## config.mk

```make
export PLATFORM = sky130hd
export DESIGN_NAME = buddy_frame_allocator_top
export DESIGN_NICKNAME = d
export VERILOG_FILES = /design/src/bfa_pkg.sv /design/src/bfa_ram.sv /design/src/buddy_frame_allocator_top.sv
export VERILOG_INCLUDE_DIRS = /design/src /design/src/src
export SDC_FILE = /design/constraint.sdc
export NUM_CORES = 1
export LEC_CHECK = 0
export BUFFER_PORTS_ARGS = -buffer_cell sky130_fd_sc_hd__buf_4
export CAP_MARGIN = 20
export CELL_PAD_IN_SITES_DETAIL_PLACEMENT = 2
export CELL_PAD_IN_SITES_GLOBAL_PLACEMENT = 2
export CORE_ASPECT_RATIO = 0.5
export CORE_MARGIN = 5
export CORE_UTILIZATION = 30
export CTS_BUF_LIST = sky130_fd_sc_hd__clkbuf_4 sky130_fd_sc_hd__clkbuf_8
export CTS_CLUSTER_DIAMETER = 30
export CTS_CLUSTER_SIZE = 28
export DETAILED_ROUTE_END_ITERATION = 6
export HOLD_SLACK_MARGIN = 0.08
export PLACE_DENSITY_LB_ADDON = 0.1
export SLEW_MARGIN = 20
export SYNTH_ARGS = -nofsm -noshare
export SYNTH_HDL_FRONTEND = slang
export SYNTH_SLANG_ARGS = --single-unit
```

## constraint.sdc

```tcl
create_clock -name clk -period 14.45 [get_ports clk]
set_input_delay 3.6125 -clock clk [delete_from_list [all_inputs] [get_ports clk]]
set_output_delay 3.6125 -clock clk [all_outputs]
set_load 0.01 [all_outputs]
```

## src/buddy_frame_allocator_top_macros.svh

```systemverilog
// Assertion macros shared by the allocator.
`ifndef BUDDY_FRAME_ALLOCATOR_TOP_MACROS_SVH
`define BUDDY_FRAME_ALLOCATOR_TOP_MACROS_SVH

// Same-cycle implication, checked on the rising edge outside reset.
`define BFA_ASSERT_NOW(label, ante, cons, msg) \
	label: assert property (@(posedge clk) disable iff (!arst_n) (ante) |-> (cons)) \
		else $error(msg);

// Next-cycle implication, checked on the rising edge outside reset.
`define BFA_ASSERT_NEXT(label, ante, cons, msg) \
	label: assert property (@(posedge clk) disable iff (!arst_n) (ante) |=> (cons)) \
		else $error(msg);

`endif

```

## src/bfa_pkg.sv

```systemverilog
package bfa_pkg;

	localparam logic OP_ALLOC = 1'b0;
	localparam logic OP_FREE  = 1'b1;

	typedef struct packed {
		logic        opcode;
		logic [7:0]  frame_count;
		logic [31:0] free_address;
	} bfa_req_t;

	typedef struct packed {
		logic [31:0] alloc_address;
		logic        error;
	} bfa_rsp_t;

	typedef enum logic [3:0] {
		ST_CLR,
		ST_IDLE,
		ST_DEC,
		ST_SCAN,
		ST_SPLIT,
		ST_DIV,
		ST_FRD,
		ST_FCHK,
		ST_MRD,
		ST_MCHK,
		ST_FIN,
		ST_RESP
	} bfa_state_t;

endpackage

```

## src/bfa_ram.sv

```systemverilog
module bfa_ram import bfa_pkg::*; #(
	parameter int WIDTH = 4,
	parameter int DEPTH = 128
) (
	input  logic                     clk,
	input  logic                     we,
	input  logic [$clog2(DEPTH)-1:0] waddr,
	input  logic [WIDTH-1:0]         wdata,
	input  logic                     re,
	input  logic [$clog2(DEPTH)-1:0] raddr,
	output logic [WIDTH-1:0]         rdata
);

	logic [WIDTH-1:0] mem_q [DEPTH];

	always_ff @(posedge clk) begin
		if (we) begin
			mem_q[waddr] <= wdata;
		end
		if (re) begin
			rdata <= mem_q[raddr];
		end
	end

endmodule

```

## src/buddy_frame_allocator_top.sv

```systemverilog
// Buddy allocator over one block of 2**LEVELS frames of FRAME_BYTES bytes each.
// The request channel (in_valid, in_ready, in_data) takes an allocate, which
// rounds its frame count up to a power of two, or a free of a block address.
// Every request gives exactly one transfer on the response channel (out_valid,
// out_ready, out_data): the block address, or an error flag on a failed or
// oversized allocate; a free answers with zeros.
// The frame table lives in a synchronous RAM with registered reads. An allocate
// scans from the wanted level down to level 0 with one table read per cycle,
// at most 2**(LEVELS+1) - 1 reads, then writes one split per cycle. A free
// divides its offset to find the frame and reads the frame's entry, then
// reads and checks the buddy once per merge step, and writes the merged entry.
// One request is in work at a time, and the next can be taken in the cycle
// after the response is registered; the response register lets that happen
// while a response still waits for the receiver.
// After reset the table is cleared one entry a cycle while in_ready stays
// low; base_address resets to zero and may be written via cfg_wr_en and
// cfg_wr_data whenever the block is idle. When the receiver stalls, a
// finished response waits in its state until the register frees.
module buddy_frame_allocator_top import bfa_pkg::*; #(
	parameter int LEVELS      = 7,
	parameter int FRAME_BYTES = 4096
) (
	input  logic        clk,
	input  logic        arst_n,
	input  logic        in_valid,
	output logic        in_ready,
	input  bfa_req_t    in_data,
	output logic        out_valid,
	input  logic        out_ready,
	output bfa_rsp_t    out_data,
	input  logic        cfg_wr_en,
	input  logic [31:0] cfg_wr_data
);

	localparam int FRAMES = 1 << LEVELS;
	localparam int AW     = LEVELS;
	localparam int LW     = $clog2(LEVELS + 1);
	localparam int EW     = LW + 1;
	localparam logic [63:0] LIMIT  = 64'(FRAMES) * 64'(FRAME_BYTES);
	localparam logic [31:0] FB32   = 32'(FRAME_BYTES);
	localparam logic [LW-1:0] LTOP = LW'(LEVELS);
	localparam int NB = $clog2(LIMIT);
	localparam int FL = $clog2(FRAME_BYTES);
	localparam int SH = NB + FL;
	localparam int PW = 2 * NB + 1;
	localparam logic [63:0] MUL64 =
		((64'd1 << SH) + 64'(FRAME_BYTES) - 64'd1) / 64'(FRAME_BYTES);
	localparam logic [PW-1:0] RECIP = PW'(MUL64);

	bfa_state_t state_q, state_d;

	logic [31:0]   base_q;
	bfa_req_t      req_q;
	bfa_rsp_t      res_q;
	bfa_rsp_t      out_q;
	logic          out_valid_q;
	logic [AW-1:0] clr_q;
	logic [LW-1:0] lvl_q;
	logic [LW-1:0] want_q;
	logic [AW:0]   idx_q;
	logic [AW-1:0] pos_q;
	logic          iss_v_s1;
	logic          iss_last_s1;
	logic [AW-1:0] iss_a_s1;
	logic [NB-1:0] rem_q;
	logic [AW-1:0] frame_q;

	logic          ram_we;
	logic [AW-1:0] ram_waddr;
	logic [EW-1:0] ram_wdata;
	logic          ram_re;
	logic [AW-1:0] ram_raddr;
	logic [EW-1:0] ram_rdata;

	logic [7:0]    cnt1;
	logic [3:0]    kbits;
	logic          oversize;
	logic [LW-1:0] want;
	logic [31:0]   offset;
	logic [AW:0]   scan_span;
	logic [AW:0]   idx_next;
	logic          hit;
	logic          scan_end;
	logic          issue;
	logic [AW:0]   split_span;
	logic [PW-1:0] div_prod;
	logic [AW-1:0] msize;
	logic          left;
	logic [AW-1:0] buddy;
	logic          buddy_free;
	logic          out_free;

	bfa_ram #(.WIDTH(EW), .DEPTH(FRAMES)) u_table (
		.clk   (clk),
		.we    (ram_we),
		.waddr (ram_waddr),
		.wdata (ram_wdata),
		.re    (ram_re),
		.raddr (ram_raddr),
		.rdata (ram_rdata)
	);

	always_comb begin
		cnt1 = (req_q.frame_count == 8'd0) ? 8'd1 : req_q.frame_count;
		kbits = 4'd0;
		for (int i = 0; i < 8; i++) begin
			kbits = kbits + 4'((9'd1 << i) < {1'b0, cnt1});
		end
	end

	assign oversize   = 32'(cnt1) > 32'(FRAMES);
	assign want       = LTOP - LW'(kbits);
	assign offset     = req_q.free_address - base_q;
	assign scan_span  = (AW+1)'(1) << (LTOP - lvl_q);
	assign idx_next   = idx_q + scan_span;
	assign hit        = iss_v_s1 && !ram_rdata[0] && (ram_rdata[EW-1:1] == lvl_q);
	assign scan_end   = iss_v_s1 && (hit || iss_last_s1);
	assign issue      = (state_q == ST_SCAN) && !idx_q[AW] && !scan_end;
	assign split_span = (AW+1)'(1) << (LTOP - (lvl_q + LW'(1)));
	assign div_prod   = PW'(rem_q) * RECIP;
	assign msize      = AW'((AW+1)'(1) << (LTOP - lvl_q));
	assign left       = |(frame_q & (msize | (msize - AW'(1))));
	assign buddy      = left ? (frame_q - msize) : (frame_q + msize);
	assign buddy_free = !ram_rdata[0] && (ram_rdata[EW-1:1] == lvl_q);
	assign out_free   = !out_valid_q || out_ready;

	always_comb begin
		state_d   = state_q;
		ram_we    = 1'b0;
		ram_waddr = clr_q;
		ram_wdata = '0;
		ram_re    = 1'b0;
		ram_raddr = idx_q[AW-1:0];
		in_ready  = 1'b0;
		unique case (state_q)
			ST_CLR: begin
				ram_we = 1'b1;
				if (&clr_q) begin
					state_d = ST_IDLE;
				end
			end
			ST_IDLE: begin
				in_ready = 1'b1;
				if (in_valid) begin
					state_d = ST_DEC;
				end
			end
			ST_DEC: begin
				if (req_q.opcode == OP_ALLOC) begin
					state_d = oversize ? ST_RESP : ST_SCAN;
				end else begin
					state_d = (64'(offset) >= LIMIT) ? ST_RESP : ST_DIV;
				end
			end
			ST_SCAN: begin
				ram_re = issue;
				if (iss_v_s1 && hit) begin
					state_d = ST_SPLIT;
				end else if (iss_v_s1 && iss_last_s1 && lvl_q == '0) begin
					state_d = ST_RESP;
				end
			end
			ST_SPLIT: begin
				ram_we = 1'b1;
				if (lvl_q == want_q) begin
					ram_waddr = pos_q;
					ram_wdata = {want_q, 1'b1};
					state_d   = ST_RESP;
				end else begin
					ram_waddr = pos_q + split_span[AW-1:0];
					ram_wdata = {lvl_q + LW'(1), 1'b0};
				end
			end
			ST_DIV: begin
				state_d = ST_FRD;
			end
			ST_FRD: begin
				ram_re    = 1'b1;
				ram_raddr = frame_q;
				state_d   = ST_FCHK;
			end
			ST_FCHK: begin
				state_d = (ram_rdata[EW-1:1] == '0) ? ST_FIN : ST_MRD;
			end
			ST_MRD: begin
				ram_re    = 1'b1;
				ram_raddr = buddy;
				state_d   = ST_MCHK;
			end
			ST_MCHK: begin
				if (buddy_free) begin
					ram_we    = 1'b1;
					ram_waddr = left ? frame_q : buddy;
					state_d   = (lvl_q == LW'(1)) ? ST_FIN : ST_MRD;
				end else begin
					state_d = ST_FIN;
				end
			end
			ST_FIN: begin
				ram_we    = 1'b1;
				ram_waddr = frame_q;
				ram_wdata = {lvl_q, 1'b0};
				state_d   = ST_RESP;
			end
			ST_RESP: begin
				if (out_free) begin
					state_d = ST_IDLE;
				end
			end
			default: state_d = ST_IDLE;
		endcase
	end

	always_ff @(posedge clk or negedge arst_n) begin
		if (!arst_n) begin
			state_q     <= ST_CLR;
			clr_q       <= '0;
			base_q      <= '0;
			out_valid_q <= 1'b0;
			iss_v_s1    <= 1'b0;
		end else begin
			state_q  <= state_d;
			iss_v_s1 <= issue;
			if (state_q == ST_CLR) begin
				clr_q <= clr_q + AW'(1);
			end
			if (cfg_wr_en) begin
				base_q <= cfg_wr_data;
			end
			if (state_q == ST_RESP && out_free) begin
				out_valid_q <= 1'b1;
			end else if (out_valid_q && out_ready) begin
				out_valid_q <= 1'b0;
			end
		end
	end

	always_ff @(posedge clk) begin
		iss_a_s1    <= idx_q[AW-1:0];
		iss_last_s1 <= idx_next[AW];
		if (issue) begin
			idx_q <= idx_next;
		end
		if (state_q == ST_RESP && out_free) begin
			out_q <= res_q;
		end
		unique case (state_q)
			ST_IDLE: begin
				req_q <= in_data;
				res_q <= '0;
			end
			ST_DEC: begin
				res_q.error <= (req_q.opcode == OP_ALLOC) && oversize;
				lvl_q       <= want;
				want_q      <= want;
				idx_q       <= '0;
				rem_q       <= offset[NB-1:0];
			end
			ST_SCAN: begin
				if (iss_v_s1 && hit) begin
					pos_q <= iss_a_s1;
				end else if (iss_v_s1 && iss_last_s1) begin
					if (lvl_q == '0) begin
						res_q.error <= 1'b1;
					end else begin
						lvl_q <= lvl_q - LW'(1);
						idx_q <= '0;
					end
				end
			end
			ST_SPLIT: begin
				if (lvl_q == want_q) begin
					res_q.alloc_address <= base_q + FB32 * 32'(pos_q);
				end else begin
					lvl_q <= lvl_q + LW'(1);
				end
			end
			ST_DIV: begin
				frame_q <= div_prod[SH +: AW];
			end
			ST_FCHK: begin
				lvl_q <= ram_rdata[EW-1:1];
			end
			ST_MCHK: begin
				if (buddy_free) begin
					lvl_q <= lvl_q - LW'(1);
					if (left) begin
						frame_q <= buddy;
					end
				end
			end
			default: begin
			end
		endcase
	end

	assign out_valid = out_valid_q;
	assign out_data  = out_q;

	`include "buddy_frame_allocator_top_macros.svh"

	`BFA_ASSERT_NEXT(a_one_in_flight, in_valid && in_ready, !in_ready, "second transfer taken")
	`BFA_ASSERT_NOW(a_err_zero_addr, out_valid && out_data.error, out_data.alloc_address == '0, "error with address")
	`BFA_ASSERT_NOW(a_scan_level, state_q == ST_SCAN, lvl_q <= want_q, "scan above wanted level")
	`BFA_ASSERT_NOW(a_merge_level, state_q == ST_MRD, lvl_q != '0, "merge at level zero")

endmodule

```

==> results of run 1 <==
-- metrics by stage --
| stage | std cells | hold slack, ps |
|---|---|---|
| after global routing | 3923 | 407.8 |
| after global placement | 3693 | 387.6 |
| final | 3929 | 401.4 |
| after detailed placement | 3693 | 391.1 |
| after floorplan | 2250 | 367.0 |
| after CTS | 3920 | 404.1 |
-- synth_stat cells, types with 16 or more instances --
| master | count |
|---|---|
| mux4_2 | 40 |
| nand3_1 | 26 |
| o21ai_0 | 90 |
| a21o_1 | 22 |
| xnor2_1 | 39 |
| o22ai_1 | 88 |
| dfrtp_1 | 45 |
| mux2i_1 | 40 |
| nor2_1 | 232 |
| a211oi_1 | 34 |
| buf_2 | 23 |
| nor3_1 | 33 |
| nor2b_1 | 16 |
| edfxtp_1 | 650 |
| dfxtp_1 | 16 |
| inv_1 | 60 |
| xor2_1 | 22 |
| mux2_2 | 157 |
| and3_1 | 26 |
| ha_1 | 72 |
| nand2_1 | 131 |
| clkbuf_1 | 79 |
| a21oi_1 | 63 |
-- metal layers --
| metal | wire (µm) | global-route usage [%] | vias up | part of all wire, % |
|---|---|---|---|---|
| met5 | 0 | 0 | - | 0 |
| met1 | 46210 | 23.64 | 10360 | 46 |
| met3 | 4456 | 3.924 | 139 | 4.5 |
| li1 | - | - | 8956 | - |
| met4 | 2216 | 4.423 | 0 | 2.2 |
| met2 | 47190 | 29.09 | 371 | 47 |
-- worst max-delay path: stages, from the launching register on --
cell and delay, ps:
edfxtp_1 820, inv_1 320, ha_1 340, nand2_1 70, o21ai_0 80, a211oi_1 450, and2_1 290, mux2i_1 200
nor2_1 90, fa_1 530, a2bb2oi_2 190, buf_4 210, nand2_8 640, buf_4 860, buf_4 850, mux4_2 590
a211o_1 330, nand3_1 150, a211oi_1 120, or4_1 530
-- sequential cells by signal, summed over array words and instances (netlist names) --
signal	flops
base_q	32
clr_q	7
frame_q	7
idx_q	8
iss_a_s1	7
iss_last_s1	1
iss_v_s1	1
lvl_q	3
out_data	33
out_valid	1
pos_q	7
rem_q	7
req_q	41
res_q	33
state_q	4
u_table.mem_q	512
u_table.rdata	4
want_q	3
-- cells by family (layout without fill, tap and decap cells) --
| group | count (synthesis) | count (layout) | share of synthesized area (%) |
|---|---|---|---|
| AOI/OAI and AO/OA | 411 | 411 | 8.465 |
| other | 0 | 9 | 0 |
| muxes | 240 | 240 | 9.764 |
| xor gates and xnor gates | 61 | 61 | 1.681 |
| buffers and inverters | 176 | 427 | 2.350 |
| adders and majority gates | 79 | 79 | 3.276 |
| and+or+nand+nor | 572 | 572 | 8.492 |
| DFF | 711 | 711 | 65.97 |
-- where the power goes --
part	internal [µW]	switching [µW]	total (µW)	leakage (µW)
registers	2510	148	2660	0.00601
logic	880	1630	2510	0.00427
clock network	1100	967	2060	0.00136
-- cell usage in the layout (no fill, tap or decap), drive strengths merged, types with 8 or more instances in the layout --
| cell | instances |
|---|---|
| o21bai | 11 |
| a21o | 22 |
| bufinv | 14 |
| inv | 80 |
| a31oi | 8 |
| buf | 140 |
| o22ai | 88 |
| a21oi | 64 |
| dfxtp | 16 |
| a211o | 13 |
| o21ai | 90 |
| a211oi | 34 |
| clkinvlp | 17 |
| nand3 | 27 |
| clkbuf | 129 |
| or2 | 8 |
| o21a | 14 |
| xor2 | 22 |
| xnor2 | 39 |
| and2 | 11 |
| nand2 | 132 |
| mux2i | 40 |
| nor4 | 14 |
| nor3 | 33 |
| edfxtp | 650 |
| nor2 | 232 |
| ha | 72 |
| and3 | 26 |
| or3 | 12 |
| nand2b | 14 |
| mux2 | 160 |
| diode | 9 |
| clkinv | 47 |
| mux4 | 40 |
| dfrtp | 45 |
| o211ai | 9 |
| nor2b | 16 |
| nand4 | 11 |
-- path summary, 6_finish.rpt --
kind / from / slack [ps] / to
min reg2reg: iss_a_s1[2]$_DFF_P_ / 400 / pos_q[2]$_DFFE_PP_
min: iss_a_s1[2]$_DFF_P_ / 400 / pos_q[2]$_DFFE_PP_
max reg2reg: lvl_q[2]$_DFFE_PP_ / 6410 / u_table.rdata[0]$_DFFE_PP_
max in group asynchronous: arst_n / 11090 / base_q[2]$_DFFE_PN0P_
min in group asynchronous: arst_n / 2840 / state_q[1]$_DFFE_PN0P_
max: lvl_q[2]$_DFFE_PP_ / 6410 / u_table.rdata[0]$_DFFE_PP_
-- layout make-up --
cell class                 count  area, µm²  area share (%)
tap                         1419       1775           4.808
inverter                      60      225.2          0.6099
multi-input combinational   1363      10160           27.50
sequential                   711      20970           56.77
timing repair buffer         140       1051           2.846
clock buffer                 129       1725           4.672
antenna                        9      22.52         0.06099
clock inverter                98       1008           2.731
==> results.cfg, run 1 <==
[cells_and_area]
final_cell_area_um2 = 36930
fin_nets = 2554
drive_above_1_share_pct = 23.35
nFillCells = 10680
final_util_pct = 35.14
area_growth_syn_to_layout_pct = 16.21

[sta]
rsz0062_at_grt = no
fin_crit_ps = 8041
slew_headroom_pct = 25.87
hold_viol_final = 0
fmax_ghz = 0.1244
fin_setup_tns_ps = 0
period_share_pct = 55.65
finalSetupViolCount = 0
skew_ps = 43.48
setup_ws_ps = 6409
worstMarginPinSlew_ps = 1100
drv_slew = 0

[die]
start_util_pct = 30.24
dieWidth_um = 470.3
core_um2 = 105100
die_height_um = 240.1
dieArea_um2 = 112900
rows = 84
ioPinCount = 113

[global_route]
grt_usage_pct = 17.59
grt-ovfl-total = 0
grt_pass1_vias = 21800
grt_pass1_wl_um = 147500
antenna_found_initial = 5
grt_max_degree = 100

[cts]
cts_setup_buffers = 0
clock_latency_ps = 830
cts_resized = 0
numCtsBuffers = 121
cts_hold_buf = 0
cts_root_buf = clkbuf_8
h-tree-depth = 3
cts_tree = yes
clock_sinks = 711
clkSlewWorstSetupHoldPaths_ps = 70
clockBufferDepth = 3

[route]
wl_per_cell_um = 25.47
wl_um = 100100
firstDrtPassIters = 5
drc = 0
drt_iter0_drc = 1099
ant_nets = 0
routed-via-count = 19830
post_drt_via_cell_ratio = 5.046

[yosys]
async_reset_ff_share_pct = 6.329
ys_ff_latch = 711
synth_area_leaders = edfxtp_1 61%, mux2_2 5.6%, dfrtp_1 3.5%, ha_1 2.8%, mux4_2 2.8%
post_synth_num_cell_types = 76
synth_top_area_share_pct = 61.42
netlist_area_um2 = 31780
synthCells = 2250
synth.largest_area_cell = edfxtp_1
synth_nets = 2407
synth_edf_count = 650
ys_seq_area_share_pct = 65.97
synth-main-ff-cell = edfxtp_1
yosys_warnings = 0
syn_avg_cell_area_um2 = 14.12

[worst_setup_path]
cp_max_fo = 99
required_ps = 15020
crit_type = flip-flop to flip-flop
end_kind = flip-flop
r2r_cells = 19
cp.arrival_ps = 8610
start_kind = flip-flop

[status]
status = completed

[placement]
dp_hpwl_um = 64570
place_area_um2 = 34170
gp_congestion = 0.7920
io_buffers = 112
pre_cts_slack_ps = 6309

[pwr]
p_leak_uw = 0.01165
ir_worst_vdd_v = 0.0001463
power_uw = 7230
power_density_nw_per_um2 = 195.8

[min_path]
holdCritPathClass = flip-flop to flip-flop
min_path_cells = 0

[job]
maxCapViolations = 0
Note: power is estimated with default switching activity, not from simulation.
==> run 2: changes to the inputs <==
--- a/config.mk
+++ b/config.mk
@@ -6,6 +6,7 @@
 export SDC_FILE = /design/constraint.sdc
 export NUM_CORES = 1
 export LEC_CHECK = 0
+export ABC_AREA = 1
 export BUFFER_PORTS_ARGS = -buffer_cell sky130_fd_sc_hd__buf_4
 export CAP_MARGIN = 20
 export CELL_PAD_IN_SITES_DETAIL_PLACEMENT = 2
==> constraint.sdc (replaced) <==
create_clock -name clk -period 7.3 [get_ports clk]
set_input_delay 1.825 -clock clk [delete_from_list [all_inputs] [get_ports clk]]
set_output_delay 1.825 -clock clk [all_outputs]
set_load 0.01 [all_outputs]
==> run 2 against run 1 <==
  * Largest cell class unchanged
  * Sequential cell count stayed put
  * Critical endpoint is now u_table.rdata[3]$_DFFE_PP_
  * Sequential share of layout area shrank 4.2 points
  * Combinational power increased by 93%
  * Maximum frequency increased by 45%
  * Clock power grew 130%
  * Clock skew down 4.5 ps
  * Area after synthesis increased by 7.3%
  * Highest routed layer unchanged
  * Routed wire length increased by 16%
  * Cell count grew 30%
==> results.cfg, run 2 <==
[worst_setup_path]
cp_max_fo = 34
end_kind = flip-flop
cpPeakStageDelay_ps = 520
start_kind = flip-flop
r2r_cells = 24
crit_type = flip-flop to flip-flop
slowest_stage = edfxtp_1
path_cells = inv_1, ha_1, nand2_4, nand2_2, nor2_2, o21a_2, nor2_4, nand2_4, nor3_1, o21ai_0, ha_1, xnor2_1, nand2_1, o21ai_0, a21oi_4, inv_2, buf_4, nand3_1, nand3_1, nand3_1, nand3_1, nand2_1, nand2_1, nand2_1
rrSetupSlack_ps = 1760
r2r-end = u_table.rdata[3]$_DFFE_PP_
cp.buffers_inverters = 3
cp.arrival_ps = 6120
required_ps = 7890
crit_family = simple AND/OR/NAND/NOR gates
rr_startpoint = lvl_q[1]$_DFFE_PP_

[cts]
cts_root_buf = clkbuf_8
h-tree-depth = 4
clock_sinks = 711
clockBufferDepth = 3
cts_hold_buf = 0
clkSlewWorstSetupHoldPaths_ps = 70
numCtsBuffers = 141
cts_tree = yes
cts_setup_buffers = 0
clock_latency_ps = 840
cts_resized = 0

[die]
core_um2 = 112800
ioPinCount = 113
dieArea_um2 = 120900
die_height_um = 248.4
dieWidth_um = 486.8
start_util_pct = 30.24
rows = 87

[global_route]
grt-ovfl-total = 0
met1_usage_pct = 26.42
grt_usage_pct = 19.12
met3_usage_pct = 2.976
busiest_layer = met2
antenna_found_initial = 5
grt_max_degree = 158
grt_pass1_vias = 27260
grt_pass1_wl_um = 174400
use_met2_pct = 31.35

[yosys]
ys_ff_latch = 711
synth_most_common_cell = nand2_1
syn_avg_cell_area_um2 = 10.29
async_reset_ff_share_pct = 6.329
post_synth_num_cell_types = 61
synth_top_area_share_pct = 57.24
synth.largest_area_cell = edfxtp_1
synthCells = 3315
ys_seq_area_share_pct = 61.48
netlist_area_um2 = 34100
synth_edf_count = 650
synth_area_leaders = edfxtp_1 57%, nand2_1 9.5%, inv_1 4.6%, nand3_1 4.4%, o211ai_1 3.9%
synth-main-ff-cell = edfxtp_1
yosys_warnings = 0
ys_top_cells_by_count = 861 x nand2_1, 650 x edfxtp_1, 417 x inv_1
synth_nets = 3472

[cells_and_area]
drive_above_1_share_pct = 15.46
largest_register_ffs = 512
final_common_cell = nand2_1
nFillCells = 12150
most-common-layout-cells = 861 x nand2_1, 650 x edfxtp_1, 416 x inv_1
reg_top3 = u_table.mem_q: 512 flops, req_q: 41 flops
fin_nets = 3627
top_register = u_table.mem_q
area_growth_syn_to_layout_pct = 16.91

[pwr]
cellInternalPower_uw = 9035
p_leak_uw = 0.01560
switching_share_pct = 38.64
ir_worst_vdd_v = 0.0001994
p_clk_share_pct = 32.8
power_density_nw_per_um2 = 369.3
power_frac_seq_pct = 34.3
p_switching_uw = 5689
combPwrFrac_pct = 32.9

[min_path]
min_from = iss_a_s1[4]$_DFF_P_
holdCritPathClass = flip-flop to flip-flop
min_path_cells = 0
hold_end = pos_q[4]$_DFFE_PP_

[route]
post_drt_via_cell_ratio = 4.823
drc = 0
routed-via-count = 24630
wl_per_cell_um = 22.71
drt_iter0_drc = 1453
ant_nets = 0
firstDrtPassIters = 5
wl_um = 116000

[job]
maxCapViolations = 0

[sta]
slew_headroom_pct = 21.51
finalSetupViolCount = 0
rsz0062_at_grt = no
fin_crit_ps = 5537
hold_viol_final = 0
setup_ws_ps = 1763
fmax_ghz = 0.1806
period_share_pct = 75.85
worstMarginPinSlew_ps = 1173
fin_setup_tns_ps = 0
drv_slew = 0
skew_ps = 39.02

[status]
status = completed

[placement]
dp_hpwl_um = 76250
io_buffers = 112
gp_congestion = 0.8217
pre_cts_slack_ps = 1755
==> run 2: logic make-up (layout without fill, tap and decap cells) <==
logic type,count (synthesis),in the layout,share of synthesized area (%)
other,0,4,0
XOR/XNOR,37,37,0.9503
AND/OR/NAND/NOR,1552,1552,20.57
AO/OA/AOI/OAI,370,370,7.060
buffers and inverters,566,840,6.887
flip-flops,711,711,61.48
adder cells (fa/ha/maj),79,79,3.053
==> run 2: final cells by class <==
cell class / count / area, µm² / area share (%)
clock buffer: 166 / 2172 / 5.448
sequential: 711 / 20970 / 52.59
clock inverter: 96 / 1160 / 2.909
antenna: 4 / 10.01 / 0.02511
multi-input combinational: 2038 / 10850 / 27.23
tap: 1513 / 1893 / 4.749
inverter: 440 / 1677 / 4.206
timing repair buffer: 138 / 1135 / 2.847
==> run 2: per-layer routing <==
metal | up-vias | part of all wire, %
met2 | 333 | 47
met5 | - | 0
met3 | 158 | 3.0
li1 | 11590 | -
met4 | 0 | 1.9
met1 | 12550 | 48
==> run 2: power by group through the flow <==
stage	Combinational [µW]	Sequential, µW	Clock (µW)
floorplan	3200	5040	0
global placement	4840	5130	0
detailed placement	4910	5140	0
CTS	4940	5050	4980
global route	5380	5080	5180
finish	4840	5050	4830
==> run 2: stage by stage <==
step,util (%),cell area [µm²],hold slack [ps],cells,total power (µW)
after floorplan,-,34100,364.9,3315,8237
after global placement,32.34,36470,389.9,4838,9966
after detailed placement,32.36,36490,390.6,4839,10050
after CTS,35.31,39820,405.6,5101,14980
after global routing,35.35,39870,416.7,5106,15640
final,35.35,39870,403.6,5106,14720
==> run 2: worst max path at each step <==
stage / endpoint / startpoint / slack (ps) / depth (start not counted)
floorplan: u_table.mem_q[0][3]$_DFFE_PP_ / state_q[1]$_DFFE_PN0P_ / 180 / 6
global route: u_table.rdata[3]$_DFFE_PP_ / lvl_q[1]$_DFFE_PP_ / 1370 / 25
detailed placement: u_table.rdata[2]$_DFFE_PP_ / lvl_q[2]$_DFFE_PP_ / 1760 / 22
finish: u_table.rdata[3]$_DFFE_PP_ / lvl_q[1]$_DFFE_PP_ / 1760 / 24
global placement: u_table.rdata[3]$_DFFE_PP_ / lvl_q[2]$_DFFE_PP_ / 1840 / 23
CTS: u_table.rdata[3]$_DFFE_PP_ / lvl_q[2]$_DFFE_PP_ / 1750 / 22
